<file path="src/hw/rtl/rsq_acc_pkg.sv">
// Package with shared types, widths and codes of the residual and R squared accumulator.
package rsq_acc_pkg;

  localparam int MAX_ITEMS_DEF     = 1024;
  localparam int SAMPLE_BITS_DEF   = 24;
  localparam int RSQ_FRAC_BITS_DEF = 16;

  // Port widths.
  localparam int IN_W    = 24;
  localparam int CHI_W   = 60;
  localparam int RSQ_W   = 17;
  localparam int CNT_W   = 11;

  // Internal widths.
  localparam int XW      = 25;   // sign-extended sample and difference
  localparam int SUM1_W  = 34;   // first-order sums
  localparam int SUM2_W  = 58;   // second-order sums
  localparam int MW      = 72;   // serial multiplier operand
  localparam int PW      = 2 * MW;
  localparam int DW      = 160;  // divider remainder and divisor
  localparam int STEP_W  = $clog2(MW);

  typedef enum logic [6:0] {
    S_ACC    = 7'b0000001,
    S_MLOAD  = 7'b0000010,
    S_MRUN   = 7'b0000100,
    S_MSTORE = 7'b0001000,
    S_CHK    = 7'b0010000,
    S_DRUN   = 7'b0100000,
    S_OUT    = 7'b1000000
  } state_t;

  typedef enum logic [2:0] {
    OP_N_XY  = 3'd0,
    OP_X_Y   = 3'd1,
    OP_N_XX  = 3'd2,
    OP_X_X   = 3'd3,
    OP_N_YY  = 3'd4,
    OP_Y_Y   = 3'd5,
    OP_A_A   = 3'd6,
    OP_VX_VY = 3'd7
  } mul_op_t;

  typedef struct packed {
    logic    acc_en;
    logic    mul_load;
    logic    mul_step;
    logic    mul_store;
    logic    div_step;
    logic    out_load;
    mul_op_t op;
  } dp_cmd_t;

  typedef struct packed {
    logic degen;
  } dp_status_t;

endpackage

</file>
<file path="src/hw/rtl/rsq_acc_ctrl.sv">
// Controller state machine sequencing accumulation, the multiply chain and the divide.
module rsq_acc_ctrl #(
  parameter int RSQ_FRAC_BITS = rsq_acc_pkg::RSQ_FRAC_BITS_DEF
) (
  input  logic                   clk,
  input  logic                   rst_n,
  input  logic                   in_valid,
  input  logic                   in_last,
  output logic                   in_ready,
  output logic                   out_valid,
  input  logic                   out_ready,
  input  rsq_acc_pkg::dp_status_t status,
  output rsq_acc_pkg::dp_cmd_t    cmd
);
  import rsq_acc_pkg::*;

  localparam int QW = RSQ_FRAC_BITS + 2;

  state_t            state_r, state_nxt;
  mul_op_t           op_r, op_nxt;
  logic [STEP_W-1:0] cnt_r, cnt_nxt;
  logic              out_valid_r, out_valid_nxt;

  // Next state and commands.
  always_comb begin
    state_nxt    = state_r;
    op_nxt       = op_r;
    cnt_nxt      = cnt_r;
    in_ready     = 1'b0;
    cmd          = '0;
    cmd.op       = op_r;
    unique case (state_r)
      S_ACC: begin
        in_ready = 1'b1;
        if (in_valid) begin
          cmd.acc_en = 1'b1;
          if (in_last) begin
            state_nxt = S_MLOAD;
            op_nxt    = OP_N_XY;
          end
        end
      end
      S_MLOAD: begin
        cmd.mul_load = 1'b1;
        cnt_nxt      = '0;
        state_nxt    = S_MRUN;
      end
      S_MRUN: begin
        cmd.mul_step = 1'b1;
        cnt_nxt      = cnt_r + 1'b1;
        if (cnt_r == STEP_W'(MW - 1)) begin
          state_nxt = S_MSTORE;
        end
      end
      S_MSTORE: begin
        cmd.mul_store = 1'b1;
        if (op_r == OP_VX_VY) begin
          cnt_nxt   = '0;
          state_nxt = S_DRUN;
        end else if (op_r == OP_Y_Y) begin
          state_nxt = S_CHK;
        end else begin
          op_nxt    = mul_op_t'(op_r + 3'd1);
          state_nxt = S_MLOAD;
        end
      end
      S_CHK: begin
        if (status.degen) begin
          state_nxt = S_OUT;
        end else begin
          op_nxt    = OP_A_A;
          state_nxt = S_MLOAD;
        end
      end
      S_DRUN: begin
        cmd.div_step = 1'b1;
        cnt_nxt      = cnt_r + 1'b1;
        if (cnt_r == STEP_W'(QW - 1)) begin
          state_nxt = S_OUT;
        end
      end
      S_OUT: begin
        if (!out_valid_r || out_ready) begin
          cmd.out_load = 1'b1;
          state_nxt    = S_ACC;
        end
      end
      default: begin
        state_nxt = S_ACC;
      end
    endcase
  end

  // Hold a result beat until taken.
  always_comb begin
    if (cmd.out_load) begin
      out_valid_nxt = 1'b1;
    end else if (out_ready) begin
      out_valid_nxt = 1'b0;
    end else begin
      out_valid_nxt = out_valid_r;
    end
  end

  assign out_valid = out_valid_r;

  always_ff @(posedge clk) begin
    if (!rst_n) begin
      state_r     <= S_ACC;
      op_r        <= OP_N_XY;
      cnt_r       <= '0;
      out_valid_r <= 1'b0;
    end else begin
      state_r     <= state_nxt;
      op_r        <= op_nxt;
      cnt_r       <= cnt_nxt;
      out_valid_r <= out_valid_nxt;
    end
  end

endmodule

</file>
<file path="config.mk">
export PLATFORM = sky130hd
export DESIGN_NAME = rsq_acc_ctrl
export DESIGN_NICKNAME = d
export VERILOG_FILES = /design/src/hw/rtl/rsq_acc_pkg.sv /design/src/hw/rtl/rsq_acc_ctrl.sv
export SDC_FILE = /design/constraint.sdc
export NUM_CORES = 1
export LEC_CHECK = 0
export ABC_AREA = 1
export BUFFER_PORTS_ARGS = -buffer_cell sky130_fd_sc_hd__buf_2
export CAP_MARGIN = 30
export CORE_ASPECT_RATIO = 0.75
export CORE_MARGIN = 4
export CORE_UTILIZATION = 45
export CTS_BUF_LIST = sky130_fd_sc_hd__clkbuf_2
export DETAILED_ROUTE_END_ITERATION = 16
export GPL_ROUTABILITY_DRIVEN = 0
export PLACE_DENSITY = 0.65
export SETUP_SLACK_MARGIN = 0.02
export SYNTH_ARGS = -nofsm -noshare
export SYNTH_HDL_FRONTEND = slang
export SYNTH_SLANG_ARGS = --single-unit
export TNS_END_PERCENT = 50
</file>
<file path="constraint.sdc">
create_clock -name clk -period 2.6 [get_ports clk]
set_clock_uncertainty 0.05 [all_clocks]
set_input_delay 0.52 -clock clk [delete_from_list [all_inputs] [get_ports clk]]
set_output_delay 0.52 -clock clk [all_outputs]
set_load 0.05 [all_outputs]
</file>
Word-level counts from Yosys, hierarchy flattened
Index checks and enable logic that the tools add are counted.

word-level totals
  word-level logic and storage cells = 63
  register bits after elaboration = 18
  input bits = 6
  output and inout port bits = 11

cells by class
  reductions and logical operators = 9
  eq/ne operators = 20
  add/subtract/negate cells = 2
  muxes and demuxes = 28

operators by type and width
  kind                                                             number
  7-bit two-way mux                                                8
  7-bit case mux with 7 select lines                               1
  7-bit case mux with 3 select lines                               1
  2-bit inequality test, second input constant                     9
  3-bit two-way mux                                                5
  7-bit by 5-bit == test with 1-bit output, second input constant  2
  7-bit == test, second input constant                             2
  1-bit two-way mux                                                11
  3-bit case mux with 3 select lines                               1
  7-bit by 1-bit adder with 7-bit output, second input constant    1
  7-bit by 1-bit == test with 1-bit output, second input constant  1
  7-bit by 2-bit == test with 1-bit output, second input constant  1
  7-bit by 3-bit == test with 1-bit output, second input constant  1
  7-bit by 4-bit == test with 1-bit output, second input constant  1
  7-bit by 6-bit == test with 1-bit output, second input constant  1
  3-bit == test, second input constant                             2
  6-bit AND reduction                                              1
  3-bit nonzero test                                               2
  5-bit two-way mux                                                1
  5-bit AND reduction                                              1
  3-bit by 1-bit adder with 3-bit output, second input constant    1
  2-bit AND reduction                                              1
  2-bit nonzero test                                               1
  2-bit OR reduction                                               1
  2 further kinds                                                  2

Longest topological paths before layout
Gate-level depths: netlist (run 1).

  word-level depth = 5
  depth in mapped cells = 11
  gate-level depth less buffers = 11

Worst setup path before layout (run 1)
OpenSTA, ideal clock, no wires.

  kind = register to output
  from = register state_r[5]
  to = output cmd[8] (netlist name)
  slack = 0.699 ns
  buffers on the path = 0
  arrival time = 1.331 ns
  data required time = 2.030 ns
  stages on the path, launching flop included = 6
  cells stage by stage = dfxtp_1 -> inv_1 -> nand2_2 -> nor2_4 -> nand2_1 -> nor2_1

RTL lines
  what                      line                 text
  start: declaration        rsq_acc_ctrl.sv:19   state_t state_r, state_nxt;
  start signal: assignment  rsq_acc_ctrl.sv:114  state_r <= state_nxt;
  end: declaration          rsq_acc_ctrl.sv:13   output rsq_acc_pkg::dp_cmd_t cmd

==> results.md, run 1 <==
- Via count: 1045
- Met1 Use GR: 0.222
- Max Freq: 0.485 GHz
- Hold_buf cts: 0
- CTS tree: done
- Final Hold Fails: 0
- Root Buffer: clkbuf_2
- Layout cells sized above 1: 0.195
- TritonCTS buffer count: 3
- Power density over the cells: 606 nW/um^2
- Syn Inst Count: 175
- Die Wd: 66.3 um
- Post-synthesis compound-gate area fraction: 0.100
- Post-layout min period: 2.06 ns
- Final setup violation count: 0
- Post-cts gate resize count: 0
- Post-Syn Area: 1150 sq um
- GRT met3 Usage: 0.0518
- Die area: 3430 sq um
- Clock buffer depth: 2
- Worst Hold Launch: rst_n
- Worst min path class: in2reg
- I/O Buffers: 16
- Worst VDD drop: 0.380 mV
- GRT met2 Usage: 0.236
- Commonest non-fill, non-tap cell in the layout: nand2_1
- Post-synthesis adder-cell area fraction: 0.0546
- H-tree depth reported by CTS: 1
- P_leak: 0.000628 uW
- Initial antenna violation count: 0
- Vias in the first global route: 962
- Global-route wire length before repair: 4200 um
- Synthesized net count: 186
- TritonRoute pass-1 iters: 4
- Status: finished clean
- Pins Over Slew Limit: 0
- Yosys reg bits: 18
- Crit path DAT: 1.49 ns
- DRC Markers: 0
- Critical path class: reg2out
- Busiest layer in global routing: met2
- CP max FO: 7
- RSZ-0062 raised after global routing: no
- Area delta synth->final: 9.83%
- Placed Instances: 221
- Max_slew headroom: 0.742
- Via/cell ratio: 4.67
- DIE HEIGHT: 51.7 um
- Clock power share: 0.149
- Xor and xnor area share after synthesis: 0
- WL per Instance: 10.6 um
- Area contributors post-synth: dfxtp_1 (31%), nand2_1 (10%), nor2_1 (9.2%)
- Top Ports: 17
- Largest family of logic cells by synthesized area: simple AND/OR/NAND/NOR gates
- Gr ovfl total: 0
- Post-synthesis mux area share: 0
- Startpoint types: flop
- Post-route setup TNS: 0 ns
- Clock latency on the worst-skew pair: 0.30 ns
- Leading area contributor after synthesis: dfxtp_1
- Pint: 417 uW
- Layout Cells excl Fill: 224
- Sw Pwr: 347 uW
- First element of the critical path: state_r[5]$_SDFFE_PN0P_
- CP Data Required Time: 2.03 ns
- Seq pwr share: 0.432
- Post-synthesis sequential area ratio: 0.314
- Pin count of the biggest net entering global routing: 12
- Most frequent cells in the layout: nand2_1 (32), nor2_1 (28), inv_1 (23)
- Kind of end point of the critical path: output pin
- Core area: 2360 sq um
- Reg2reg start: op_r[0]$_SDFFE_PN0P_
- Area share of the largest cell type after synthesis: 0.314
- Drt initial violations: 59
- Max-cap violations: 0
- Logic gate share of total power: 0.419
- Starting Density: 0.485
- Number of diodes: 0
- Wirelength, routed: 2380 um
- Mean Syn Cell Area: 6.55 sq um
- Switching part of the total: 0.454
- Dpl hpwl: 1910 um
- GRT Overall Usage: 0.159
- Final period utilization: 0.793
- Simple-gate share of the synthesized area: 0.410
- Row cnt: 15
- Yosys warns: 0
- Post-CTS setup buffer count: 0
- Clk sink count: 18
- Post-synth cell types: 27
- Reg clk slew, reported paths: 0.17 ns
- Worst slew pin tran: 0.382 ns
- Routed Antenna Nets: 0
- Nets: 203
## through the flow
stage / hold slack [ns] / util / total power (uW) / cell area (sq um) / setup WS (ns)
CTS: 0.435 / 0.532 / 771 / 1260 / 0.529
global route: 0.406 / 0.532 / 826 / 1260 / 0.387
finish: 0.457 / 0.532 / 763 / 1260 / 0.539
floorplan: 0.419 / - / 586 / 1150 / 0.699
detailed placement: 0.446 / 0.526 / 654 / 1240 / 0.898
global placement: 0.436 / 0.526 / 650 / 1240 / 0.923
## worst paths after layout
path              cells past startpoint                      end  slack [ns]
setup / recovery                      6                   cmd[5]        0.54
hold / removal                        3  state_r[4]$_SDFFE_PN0P_        0.46
setup reg to reg                      8     op_r[1]$_SDFFE_PN0P_        0.94
hold reg to reg                       2    cnt_r[1]$_SDFFE_PN0P_        0.47
## layer usage
| layer | vias to the layer above | wire [um] |
|---|---|---|
| met5 | - | 0 |
| met4 | 0 | 17 |
| met3 | 2 | 129 |
| met2 | 23 | 964 |
| met1 | 445 | 1270 |
| li1 | 575 | - |
## synth_stat cells, drive strengths merged
cell type	count
nor2	32
nand2	39
and2	1
clkinv	2
o21a	1
dfxtp	18
or2	2
o21ai	6
nand3	19
nor3	3
inv	27
a21oi	11
nand3b	3
buf	4
o41ai	1
ha	5
a31oi	1
## sequential cells by signal (all words and copies together), names as in the netlist
| name | cells |
|---|---|
| cnt_r | 7 |
| op_r | 3 |
| out_valid | 1 |
| state_r | 7 |
## cells by family (layout without fill, tap and decap cells)
kind of cell,after synthesis,after routing
AO/OA/AOI/OAI,20,20
flip-flops,18,18
adder cells (fa/ha/maj),5,5
AND/OR/NAND/NOR,99,99
buffers and inverters,33,48
## cell type report
type                       instances  area [sq um]
fill                             245          1110
tap                               34          42.5
clock buffer                       3          15.0
inverter                          29           113
multi-input combinational        124           648
timing repair buffer              16          80.1
sequential                        18           360
## power by group through the flow
stage | clock [uW] | sequential, uW | combinational, uW
finish | 114 | 330 | 319
detailed placement | 0 | 335 | 320
global placement | 0 | 332 | 318
global route | 136 | 334 | 356
CTS | 121 | 329 | 322
floorplan | 0 | 387 | 199
## critical path, cell delays in order (launching register included)
cell and delay (ns):
dfxtp_1 0.36, inv_1 0.06, nand2_2 0.07, nor2_4 0.17, nand2_1 0.17, inv_1 0.10, buf_2 0.26
No activity file was read; power rests on OpenSTA's default activity.
==> inputs of run 2 (changes only) <==
- PLACE_DENSITY: 0.65 -> 0.68
- clock period: 2.6 -> 1.87 ns (I/O delays scaled with it)
==> run 2 against run 1 <==
The flow now finishes with violations (setup timing). Critical path depth did not move. Highest routed layer unchanged. First-iteration DRC count fell by 10%. Largest cell class unchanged. Setup slack got worse by 0.56 ns. Wire length rose by 3.0%. Clock power rose by 39%. Worst hold slack got worse by 0.16 ns. Critical endpoint is now cmd[8]. Core utilization rose by 4.9 points.
==> results.md, run 2 (synthesis gave the netlist of run 1 again) <==
- DIE HEIGHT: 51.7 um (unchanged)
- Clock power share: 0.141 (was 0.149)
- Crit path DAT: 1.47 ns (was 1.49 ns)
- Seq pwr share: 0.406 (was 0.432)
- CP max FO: 7 (unchanged)
- Slowest stage delay, CP: 0.36 ns (about the same)
- Sw Pwr: 498 uW (was 347 uW)
- Placed Instances: 221 (unchanged)
- Hold Crit Depth: 2 (was 3)
- Max_slew headroom: 0.716 (was 0.742)
- Core area: 2360 sq um (unchanged)
- Min-Delay Endpoint: state_r[0]$_SDFFE_PN1P_ (was state_r[4]$_SDFFE_PN0P_)
- Crit path buf inv count: 2 (was 3)
- Clock buffer depth: 2 (unchanged)
- Hold_buf cts: 0 (unchanged)
- Starting Density: 0.485 (unchanged)
- Hold slack: 0.294 ns (was 0.457 ns)
- Power density over the cells: 818 nW/um^2 (was 606 nW/um^2)
- TritonRoute pass-1 iters: 4 (unchanged)
- R2R setup slack: 0.28 ns (was 0.94 ns)
- Nets: 206 (was 203)
- Row cnt: 15 (unchanged)
- Logic gate share of total power: 0.453 (was 0.419)
- Largest regs: cnt_r (7), state_r (7), op_r (3) (unchanged)
- Final period utilization: 1.01
- Area delta synth->final: 20.0% (was 9.83%)
- Layout Cells excl Fill: 227 (was 224)
- Switching part of the total: 0.442 (was 0.454)
- TritonCTS buffer count: 3 (unchanged)
- Clock latency on the worst-skew pair: 0.30 ns (about the same)
- Max-cap violations: 0 (unchanged)
- I/O Buffers: 16 (unchanged)
- Worst slew pin tran: 0.421 ns (was 0.382 ns)
- Gr ovfl total: 0 (unchanged)
- CP Cell Sequence: inv_2, nand2_4, nor2_4, nand2_2, nor2_2, buf_6 (was inv_1, nand2_2, nor2_4, nand2_1, inv_1, buf_2)
- Layout cells sized above 1: 0.290 (was 0.195)
- R2R depth: 9 (was 8)
- Critical path class: reg2out (unchanged)
- P_leak: 0.000647 uW (was 0.000628 uW)
- Via/cell ratio: 4.83 (was 4.67)
- Failing checks: setup timing
- Reg2reg start: op_r[0]$_SDFFE_PN0P_ (unchanged)
- Most frequent cells in the layout: nand2_1 (30), nor2_1 (25), inv_1 (18), nand3_1 (18), dfxtp_1 (13) (was nand2_1 (32), nor2_1 (28), inv_1 (23))
- Post-layout min period: 1.89 ns
- WL per Instance: 10.8 um (was 10.6 um)
- Commonest non-fill, non-tap cell in the layout: nand2_1 (unchanged)
- GRT met2 Usage: 0.227 (was 0.236)
- CP Data Required Time: 1.45 ns (was 2.03 ns)
- Vias in the first global route: 919 (was 962)
- Pint: 627 uW (was 417 uW)
- Number of diodes: 0 (unchanged)
- Die Wd: 66.3 um (unchanged)
- Final Hold Fails: 0 (unchanged)
- Dpl hpwl: 1870 um (was 1910 um)
- Kind of end point of the critical path: output pin (unchanged)
- DRC Markers: 0 (unchanged)
- Drt initial violations: 53 (was 59)
- Initial antenna violation count: 0 (unchanged)
- CTS tree: done (unchanged)
- Clk sink count: 18 (unchanged)
- Worst Hold Launch: rst_n (unchanged)
- Worst VDD drop: 0.591 mV (was 0.380 mV)
- Reg-to-Reg End: op_r[1]$_SDFFE_PN0P_ (unchanged)
- First element of the critical path: state_r[5]$_SDFFE_PN0P_ (unchanged)
- Reg clk slew, reported paths: 0.16 ns (was 0.17 ns)
- Global-route wire length before repair: 4070 um (was 4200 um)
- Startpoint types: flop (unchanged)
- Met1 Use GR: 0.217 (was 0.222)
- Pins Over Slew Limit: 0 (unchanged)
- Pin count of the biggest net entering global routing: 12 (unchanged)
- GRT met3 Usage: 0.0518 (unchanged)
- Final WS setup: -0.0205 ns (was 0.539 ns)
- H-tree depth reported by CTS: 1 (unchanged)
- Wirelength, routed: 2450 um (was 2380 um)
- RSZ-0062 raised after global routing: yes (was no)
- Final setup violation count: 1 (was 0)
- Crit path max-delay family: simple AND/OR/NAND/NOR gates (was buffers and inverters)
- Worst min path class: in2reg (unchanged)
- Top Ports: 17 (unchanged)
- Max Freq: 0.529 GHz
- Status: complete, but fails checks (was finished clean)
- Busiest layer in global routing: met2 (unchanged)
- Root Buffer: clkbuf_2 (unchanged)
- Die area: 3430 sq um (unchanged)
- Routed Antenna Nets: 0 (unchanged)
- CP max stage cell: dfxtp_2 (was dfxtp_1)
- Via count: 1097 (was 1045)
- GRT Overall Usage: 0.158 (was 0.159)
-- run 2: final cells by class --
class	instances	area, sq um
multi-input cells	124	681
fillers	230	990
well taps	34	42.5
inverters	29	113
flip-flops and latches	18	367
repair buffers	19	158
clock buffers	3	15.0
-- run 2: what timing repair did --
item | 4_1_cts | 5_1_grt
endpoints found under the setup margin | 6 | 7
pin swaps | 1 | 7
resized for setup | 8 | 29
setup buffers | 0 | 3
-- run 2: how the worst max path moves through the flow --
stage               endpoint  slack, ns  cells past startpoint
floorplan             cmd[8]       0.11                      5
global placement      cmd[5]       0.29                      6
detailed placement    cmd[5]       0.28                      6
CTS                   cmd[5]      -0.03                      6
global route          cmd[8]      -0.13                      6
finish                cmd[8]      -0.02                      6
-- run 2: per-layer routing --
layer	part of all wire	wire length, um	up-vias
li1	-	-	588
met1	0.52	1260	474
met2	0.41	1010	33
met3	0.062	151	2
met4	0.0094	23	0
met5	0	0	-
-- run 2: power groups by stage --
stage / clock [uW] / sequential (uW) / combinational, uW
global route: 189 / 462 / 556
global placement: 0 / 460 / 444
CTS: 166 / 455 / 462
finish: 159 / 456 / 510
floorplan: 0 / 538 / 276
detailed placement: 0 / 463 / 447
-- run 2: per-stage QoR --
stage                      util  cell area [sq um]  power, uW  setup slack (ns)  setup TNS, ns
after CTS                 0.541               1280       1080           -0.0257        -0.0384
after floorplan               -               1150        814             0.115              0
after global routing      0.581               1380       1210            -0.129         -0.417
after detailed placement  0.526               1240        910             0.277              0
final                     0.581               1380       1130           -0.0205        -0.0205
after global placement    0.526               1240        904             0.295              0
-- run 2: worst register-to-register path, cell delays in order (launching register included) --
cell and delay (ns):
dfxtp_1 0.38, ha_1 0.21, ha_1 0.21, a21oi_1 0.14, nand3_1 0.09, nand3_1 0.09
nand2_1 0.11, inv_1 0.12, nor2_1 0.05, nor2_1 0.10
